$ cat config.mk
export PLATFORM = sky130hd
export DESIGN_NAME = tlb_page_table_translator_unit
export DESIGN_NICKNAME = d
export VERILOG_FILES = /design/src/rtl/core/tpt_pkg.sv /design/src/rtl/core/tpt_ram.sv /design/src/rtl/core/tlb_page_table_translator_unit.sv
export SDC_FILE = /design/constraint.sdc
export NUM_CORES = 2
export LEC_CHECK = 0
export BUFFER_PORTS_ARGS = -buffer_cell sky130_fd_sc_hd__buf_2
export CAP_MARGIN = 25
export CORE_UTILIZATION = 32
export DETAILED_ROUTE_END_ITERATION = 8
export PLACE_DENSITY = 0.58
export SKIP_LAST_GASP = 1
export SYNTH_ARGS = -nofsm -noshare
export SYNTH_HDL_FRONTEND = slang
export SYNTH_SLANG_ARGS = --single-unit
$ cat constraint.sdc
create_clock -name clk -period 28 [get_ports clk]
set_input_delay 5.6 -clock clk [delete_from_list [all_inputs] [get_ports clk]]
set_output_delay 5.6 -clock clk [all_outputs]
set_load 0.05 [all_outputs]
$ cat src/rtl/core/tpt_pkg.sv
// Shared types and constants for the TLB / page table translator.
// No dependencies; used by the top level.
package tpt_pkg;

  // Fixed field widths
  localparam int ADDR_W  = 16;
  localparam int FRAME_W = 8;
  localparam int CNT_W   = 32;

  // Sequencer states
  typedef enum logic [1:0] {
    ST_IDLE,
    ST_LOOKUP,
    ST_FINISH
  } state_t;

endpackage

$ cat src/rtl/core/tpt_ram.sv
// Generic single-port-write, single-port-read RAM with a registered read.
// No dependencies.
module tpt_ram #(
  parameter int WIDTH = 8,
  parameter int DEPTH = 256
) (
  input  logic                     clk,
  input  logic                     we,
  input  logic [$clog2(DEPTH)-1:0] waddr,
  input  logic [WIDTH-1:0]         wdata,
  input  logic                     re,
  input  logic [$clog2(DEPTH)-1:0] raddr,
  output logic [WIDTH-1:0]         rdata
);

  logic [WIDTH-1:0] mem [DEPTH];

  // Write port, registered read port
  always_ff @(posedge clk) begin
    if (we) begin
      mem[waddr] <= wdata;
    end
    if (re) begin
      rdata <= mem[raddr];
    end
  end

endmodule

$ cat src/rtl/core/tlb_page_table_translator_unit.sv
// TLB with FIFO replacement in front of a demand-paged page table.
// Each word passes through the lookup state (TLB compare with page table read), then the
// finish state (resolve with write back), which loads the result word register.
// A new word is accepted only in the idle state, once the last one is finished; a stalled result holds
// the next word in the finish state until the result is taken.
// Reset (rst, synchronous, active high) invalidates TLB and page table, zeroes counts.
module tlb_page_table_translator_unit #(
  parameter int TLB_ENTRIES = 16,
  parameter int PAGE_COUNT  = 256,
  parameter int OFFSET_BITS = 8
) (
  input  logic                       clk,
  input  logic                       rst,
  input  logic                       in_valid,
  output logic                       in_ready,
  input  logic [tpt_pkg::ADDR_W-1:0] logical_address,
  output logic                       out_valid,
  input  logic                       out_ready,
  output logic [tpt_pkg::ADDR_W-1:0] physical_address,
  output logic [tpt_pkg::FRAME_W-1:0] frame_number,
  output logic                       tlb_hit,
  output logic                       page_fault,
  output logic [tpt_pkg::CNT_W-1:0]  hit_total,
  output logic [tpt_pkg::CNT_W-1:0]  fault_total
);

  localparam int PIN_W       = tpt_pkg::ADDR_W - OFFSET_BITS;
  localparam int PIDX        = $clog2(PAGE_COUNT);
  localparam int RECIP_SHIFT = 24;
  localparam int RECIP       = (1 << RECIP_SHIFT) / PAGE_COUNT + 1;
  localparam int PROD_W      = PIN_W + RECIP_SHIFT + 1;
  localparam int QN_W        = PIN_W + 9;
  localparam int PHYS_W      = tpt_pkg::FRAME_W + OFFSET_BITS;

  tpt_pkg::state_t state, state_next;
  logic lookup_en, finish_en;

  // Input stage registers and the reciprocal product
  logic [tpt_pkg::ADDR_W-1:0] addr_reg;
  logic [PIN_W-1:0]           quot_reg;
  logic [PROD_W-1:0]          recip_prod;

  // Lookup stage registers
  logic [PIDX-1:0]             page_reg;
  logic                        hit_reg;
  logic [tpt_pkg::FRAME_W-1:0] hit_frame_reg;
  logic                        pv_reg;

  // TLB and page table state
  logic [PIDX-1:0]             tlb_page  [TLB_ENTRIES];
  logic [tpt_pkg::FRAME_W-1:0] tlb_frame [TLB_ENTRIES];
  logic [TLB_ENTRIES-1:0]      tlb_valid;
  logic [PAGE_COUNT-1:0]       page_valid;
  logic [PIDX-1:0]             next_frame;
  logic [tpt_pkg::CNT_W-1:0]   hit_count;
  logic [tpt_pkg::CNT_W-1:0]   fault_count;

  logic [QN_W-1:0]             quot_n;
  logic [QN_W-1:0]             rem_wide;
  logic [PIDX-1:0]             page_cur;
  logic                        tlb_match;
  logic [tpt_pkg::FRAME_W-1:0] tlb_match_frame;
  logic [tpt_pkg::FRAME_W-1:0] ram_rdata;
  logic [tpt_pkg::FRAME_W-1:0] frame_sel;
  logic                        fault_sel;
  logic [PHYS_W-1:0]           phys_full;
  logic [31:0]                 phys_wide;

  // Sequencer: next state and strobes
  always_comb begin
    state_next = state;
    in_ready   = 1'b0;
    lookup_en  = 1'b0;
    finish_en  = 1'b0;
    unique case (state)
      tpt_pkg::ST_IDLE: begin
        in_ready = 1'b1;
        if (in_valid) begin
          state_next = tpt_pkg::ST_LOOKUP;
        end
      end
      tpt_pkg::ST_LOOKUP: begin
        lookup_en  = 1'b1;
        state_next = tpt_pkg::ST_FINISH;
      end
      tpt_pkg::ST_FINISH: begin
        if (!out_valid || out_ready) begin
          finish_en  = 1'b1;
          state_next = tpt_pkg::ST_IDLE;
        end
      end
      default: state_next = tpt_pkg::ST_IDLE;
    endcase
  end

  always_ff @(posedge clk) begin
    if (rst) begin
      state <= tpt_pkg::ST_IDLE;
    end else begin
      state <= state_next;
    end
  end

  // Quotient of page number by page count via reciprocal multiply
  assign recip_prod = PROD_W'(logical_address[tpt_pkg::ADDR_W-1:OFFSET_BITS]) *
                      PROD_W'(RECIP);

  // Capture the accepted word
  always_ff @(posedge clk) begin
    if (in_valid && in_ready) begin
      addr_reg <= logical_address;
      quot_reg <= recip_prod[RECIP_SHIFT +: PIN_W];
    end
  end

  // Remainder gives the page table index
  assign quot_n   = QN_W'(quot_reg) * QN_W'(PAGE_COUNT);
  assign rem_wide = QN_W'(addr_reg[tpt_pkg::ADDR_W-1:OFFSET_BITS]) - quot_n;
  assign page_cur = rem_wide[PIDX-1:0];

  // Search the TLB; the highest (newest) matching entry wins
  always_comb begin
    tlb_match       = 1'b0;
    tlb_match_frame = '0;
    for (int i = 0; i < TLB_ENTRIES; i++) begin
      if (tlb_valid[i] && tlb_page[i] == page_cur) begin
        tlb_match       = 1'b1;
        tlb_match_frame = tlb_frame[i];
      end
    end
  end

  // Hold lookup results for the resolve cycle
  always_ff @(posedge clk) begin
    if (lookup_en) begin
      page_reg      <= page_cur;
      hit_reg       <= tlb_match;
      hit_frame_reg <= tlb_match_frame;
      pv_reg        <= page_valid[page_cur];
    end
  end

  // Resolve the frame: TLB hit, page table entry, or a fresh frame
  always_comb begin
    fault_sel = !hit_reg && !pv_reg;
    priority if (hit_reg) begin
      frame_sel = hit_frame_reg;
    end else if (pv_reg) begin
      frame_sel = ram_rdata;
    end else begin
      frame_sel = tpt_pkg::FRAME_W'(next_frame);
    end
  end

  tpt_ram #(
    .WIDTH(tpt_pkg::FRAME_W),
    .DEPTH(PAGE_COUNT)
  ) u_page_ram (
    .clk  (clk),
    .we   (finish_en && fault_sel),
    .waddr(page_reg),
    .wdata(frame_sel),
    .re   (lookup_en),
    .raddr(page_cur),
    .rdata(ram_rdata)
  );

  // Page valid bits, frame counter and running counts
  always_ff @(posedge clk) begin
    if (rst) begin
      page_valid  <= '0;
      next_frame  <= '0;
      hit_count   <= '0;
      fault_count <= '0;
    end else if (finish_en) begin
      if (hit_reg) begin
        hit_count <= hit_count + 1'b1;
      end
      if (fault_sel) begin
        page_valid[page_reg] <= 1'b1;
        fault_count          <= fault_count + 1'b1;
        if (next_frame == PIDX'(PAGE_COUNT - 1)) begin
          next_frame <= '0;
        end else begin
          next_frame <= next_frame + 1'b1;
        end
      end
    end
  end

  // Push a miss into the TLB as newest entry; oldest drops out
  always_ff @(posedge clk) begin
    if (rst) begin
      tlb_valid <= '0;
    end else if (finish_en && !hit_reg) begin
      tlb_valid <= {1'b1, tlb_valid[TLB_ENTRIES-1:1]};
    end
  end

  always_ff @(posedge clk) begin
    if (finish_en && !hit_reg) begin
      for (int i = 0; i < TLB_ENTRIES - 1; i++) begin
        tlb_page[i]  <= tlb_page[i + 1];
        tlb_frame[i] <= tlb_frame[i + 1];
      end
      tlb_page[TLB_ENTRIES-1]  <= page_reg;
      tlb_frame[TLB_ENTRIES-1] <= frame_sel;
    end
  end

  // Output word register
  assign phys_full = {frame_sel, addr_reg[OFFSET_BITS-1:0]};
  assign phys_wide = 32'(phys_full);

  always_ff @(posedge clk) begin
    if (rst) begin
      out_valid <= 1'b0;
    end else if (finish_en) begin
      out_valid <= 1'b1;
    end else if (out_ready) begin
      out_valid <= 1'b0;
    end
  end

  always_ff @(posedge clk) begin
    if (finish_en) begin
      physical_address <= phys_wide[tpt_pkg::ADDR_W-1:0];
      frame_number     <= frame_sel;
      tlb_hit          <= hit_reg;
      page_fault       <= fault_sel;
    end
  end

  // Counts change only when a result word is loaded
  assign hit_total   = hit_count;
  assign fault_total = fault_count;

`ifndef SYNTHESIS
  // A result word is never both a TLB hit and a page fault
  a_hit_xor_fault: assert property (@(posedge clk) disable iff (rst)
    out_valid |-> !(tlb_hit && page_fault))
    else $error("result word flags both TLB hit and page fault");

  // The hit count advances by exactly the hit flag of the new word
  a_hit_count: assert property (@(posedge clk) disable iff (rst)
    finish_en |=> (hit_total - $past(hit_total)) == tpt_pkg::CNT_W'(tlb_hit))
    else $error("hit count out of step with result word");

  // A fault leaves its page marked valid
  a_fault_marks: assert property (@(posedge clk) disable iff (rst)
    (finish_en && fault_sel) |=> page_valid[$past(page_reg)])
    else $error("faulted page not marked valid");

  // An accepted word blocks the input until it is resolved
  a_one_in_flight: assert property (@(posedge clk) disable iff (rst)
    (in_valid && in_ready) |=> !in_ready)
    else $error("input accepted while a word is in flight");
`endif

endmodule

==> flow_metrics.env <==
export IMPL_synth_cell_type_count=59
export IMPL_fp_row_count=209
export IMPL_cts_setup_buffers=0
export IMPL_outcome="completed"
export IMPL_yosys_top_cells_count="edfxtp_1, nor2_1, mux4_2, dfxtp_1, mux2i_1"
export IMPL_synthFlopType="edfxtp_1"
export IMPL_p_per_area_nw_per_um2=71.7
export IMPL_regArea_um2=77900
export IMPL_portBuffers=111
export IMPL_synth_enable_flop_cells=2364
export IMPL_p_leak_nw=37.7
export IMPL_vdd_drop_max_mv=0.0466
export IMPL_slowest_stage="nor2_1"
export IMPL_holdPathStages=0
export IMPL_ys_seq_elements=2711
export IMPL_synth_top_area_share_pct=67.8
export IMPL_path_clk_slew_ns=0.06
export IMPL_grt_usage_pct=15.3
export IMPL_grt_pass1_wl_um=375000
export IMPL_r2r_setup_slack_ns=21.50
export IMPL_crit_start="out_ready"
export IMPL_grt_max_degree=194
export IMPL_cts_htree_levels=5
export IMPL_worstPathRequired_ns=28.47
export IMPL_maxSlewViolCount=0
export IMPL_finalSetupViolCount=0
export IMPL_postCtsHoldBufs=0
export IMPL_die_area_um2=330000
export IMPL_regMostFlops="u_page_ram.mem"
export IMPL_fin_crit_ns=8.74
export IMPL_drtIter0Drc=5274
export IMPL_syn2layout_area_growth_pct=14.1
export IMPL_crit_family="simple AND/OR/NAND/NOR gates"
export IMPL_netlist_top_cell_by_area="edfxtp_1"
export IMPL_clockRootBuffer="clkbuf_16"
export IMPL_finalClockSkew_ns=0.0546
export IMPL_hpwlAfterDp_um=153000
export IMPL_cp_start_kind="input pin"
export IMPL_clockBufferDepth=4
export IMPL_syn_cell_area_um2=105000
export IMPL_path_depth=8
export IMPL_nFillCells=29700
export IMPL_async_reset_ff_share_pct=0
export IMPL_ant_nets=0
export IMPL_synth_area_top_cells="edfxtp_1, mux4_2, dfxtp_1, nor2_1, mux2i_1"
export IMPL_insertion_delay_ns=0.85
export IMPL_ys_seq_area_share_pct=74.4
export IMPL_crit_path_end="u_page_ram.mem[224][2]"
export IMPL_path_cells="buf_2 -> nor2b_1 -> nor2_2 -> nand2_1 -> nor3b_1 -> buf_4 -> nand3_1 -> nor2_1"
export IMPL_cts_sinks=2711
export IMPL_syn_area_per_cell_um2=18.9
export IMPL_finalPower_w=0.00857
export IMPL_cp_end_kind="flop"
export IMPL_tightest_slew_ns=1.16
export IMPL_fin_nets=5768
export IMPL_crit_type="in -> reg"
export IMPL_viasPerCell=5.11
export IMPL_ys_warn_count=0
export IMPL_max_cap_viol_count=0
export IMPL_period_share_pct=31.2
export IMPL_clock_fmax_mhz=114
export IMPL_hold_viol=0
export IMPL_setup_tns_ns=0
export IMPL_numCtsBuffers=282
export IMPL_timing_rr_start="addr_reg[8]"
export IMPL_crit_fanout=19
export IMPL_start_util_pct=32.2
export IMPL_grt_setup_unrepaired="false"
export IMPL_hold_path_class="reg -> reg"
export IMPL_dp_slack_ns=18.42
export IMPL_overflow=0
export IMPL_num_vias=52600
export IMPL_die_w_um=574
export IMPL_drc=0
export IMPL_holdWs_ns=0.420
export IMPL_yosysMostFrequentCell="edfxtp_1"
export IMPL_critical_path_buf_inv_count=2
export IMPL_die_h_um=574
export IMPL_cts_tree="yes"
export IMPL_core_area_um2=325000
export IMPL_boundaryPins=112
export IMPL_cts_resized=0
export IMPL_r2r_end="u_page_ram.rdata[0]"
export IMPL_largest_reg_flops=2048
export IMPL_grt_pass1_vias=52700
export IMPL_fin_ws_ns=19.26
export IMPL_wl_per_cell_um=25.0
export IMPL_synthCells=5549
export IMPL_reg2reg_depth=11
export IMPL_min_from="addr_reg[0]"
export IMPL_syn_nets=5572
export IMPL_multi_input_area_um2=25300
export IMPL_place_gp_congestion=0.804
export IMPL_cp_arrival_ns=9.20
export IMPL_reg_top3="u_page_ram.mem (2048), page_valid (256)"
export IMPL_wl_um=257000
export IMPL_slew_headroom_pct=22.6
export IMPL_antenna_found_initial=8
export IMPL_layout_drive_gt1_share_pct=22.5
export IMPL_firstDrtPassIters=6
export IMPL_critPathMaxStageDelay_ns=0.97
metal layers:
layer  up-vias  wire [um]  global-route usage [%]
li1      22400          -                       -
met5         -          0                       0
met1     27900     112000                    21.7
met3       398      17700                    2.72
met2      1942     120000                    24.1
met4         0       7340                    4.40
stage by stage:
step	area, um2	utilization, %	cells
global placement	110000	33.9	9776
finish	120000	36.8	10300
CTS	119000	36.8	10300
detailed placement	110000	33.9	9780
floorplan	105000	-	5549
global route	119000	36.8	10300
logic make-up (layout without fill, tap and decap cells):
family / Yosys count / count (layout) / synth area share, %
other: 0 / 6 / 0
muxes: 835 / 835 / 15.7
and+or+nand+nor: 1225 / 1225 / 4.96
DFF: 2711 / 2711 / 74.4
xor gates and xnor gates: 186 / 186 / 1.56
adders and majority gates: 3 / 3 / 0.0358
buffers and inverters: 325 / 742 / 1.65
AOI/OAI and AO/OA: 264 / 264 / 1.68
layout make-up:
class,instances,area share [%]
antenna,6,0.0126
clock buffer,370,6.46
clock inverter,135,1.23
inverter,21,0.0660
multi-input combinational,2513,21.1
sequential,2711,65.2
tap,4325,4.53
timing repair buffer,216,1.34
worst register-to-register path, stage by stage, from the launching register on:
cell,delay [ns]
edfxtp_1,0.32
buf_4,0.49
buf_4,0.62
buf_4,0.71
buf_4,0.81
buf_4,0.87
mux4_2,0.67
mux4_2,0.51
mux2i_1,0.38
a21oi_1,0.22
nor3_1,0.41
nor3_1,0.18
where the power goes:
group          switching, W  leakage (nW)  total, W  internal [W]
logic              0.000266          8.96  0.000409      0.000143
registers        0.00000774          24.3   0.00441       0.00440
clock network       0.00155          4.47   0.00375       0.00219
layout by cell type (no fill, tap or decap), drive strengths merged, types with 14 or more instances in the layout:
master,synthesis,routed
buf,199,215
a22oi,23,23
o21ba,25,25
xor2,75,75
nor4,28,28
clkinvlp,0,14
o21ai,38,38
edfxtp,2364,2364
bufinv,0,26
o22ai,67,67
mux4,648,648
and3,17,17
nor2,856,856
clkinv,0,85
a221oi,15,15
xnor2,111,111
nand4,39,39
clkbuf,105,371
inv,21,31
mux2i,186,186
a21oi,60,60
nand3,51,51
nand2,105,105
dfxtp,347,347
nor3,64,64
nor2b,17,17
or3,16,16
how the worst min path moves through the flow:
stage / slack, ns / end
global placement: 0.40 / physical_address[6]
global route: 0.44 / physical_address[0]
detailed placement: 0.40 / physical_address[0]
finish: 0.42 / physical_address[0]
CTS: 0.42 / physical_address[0]
floorplan: 0.40 / physical_address[0]
Note: power is estimated with default switching activity, not from simulation.
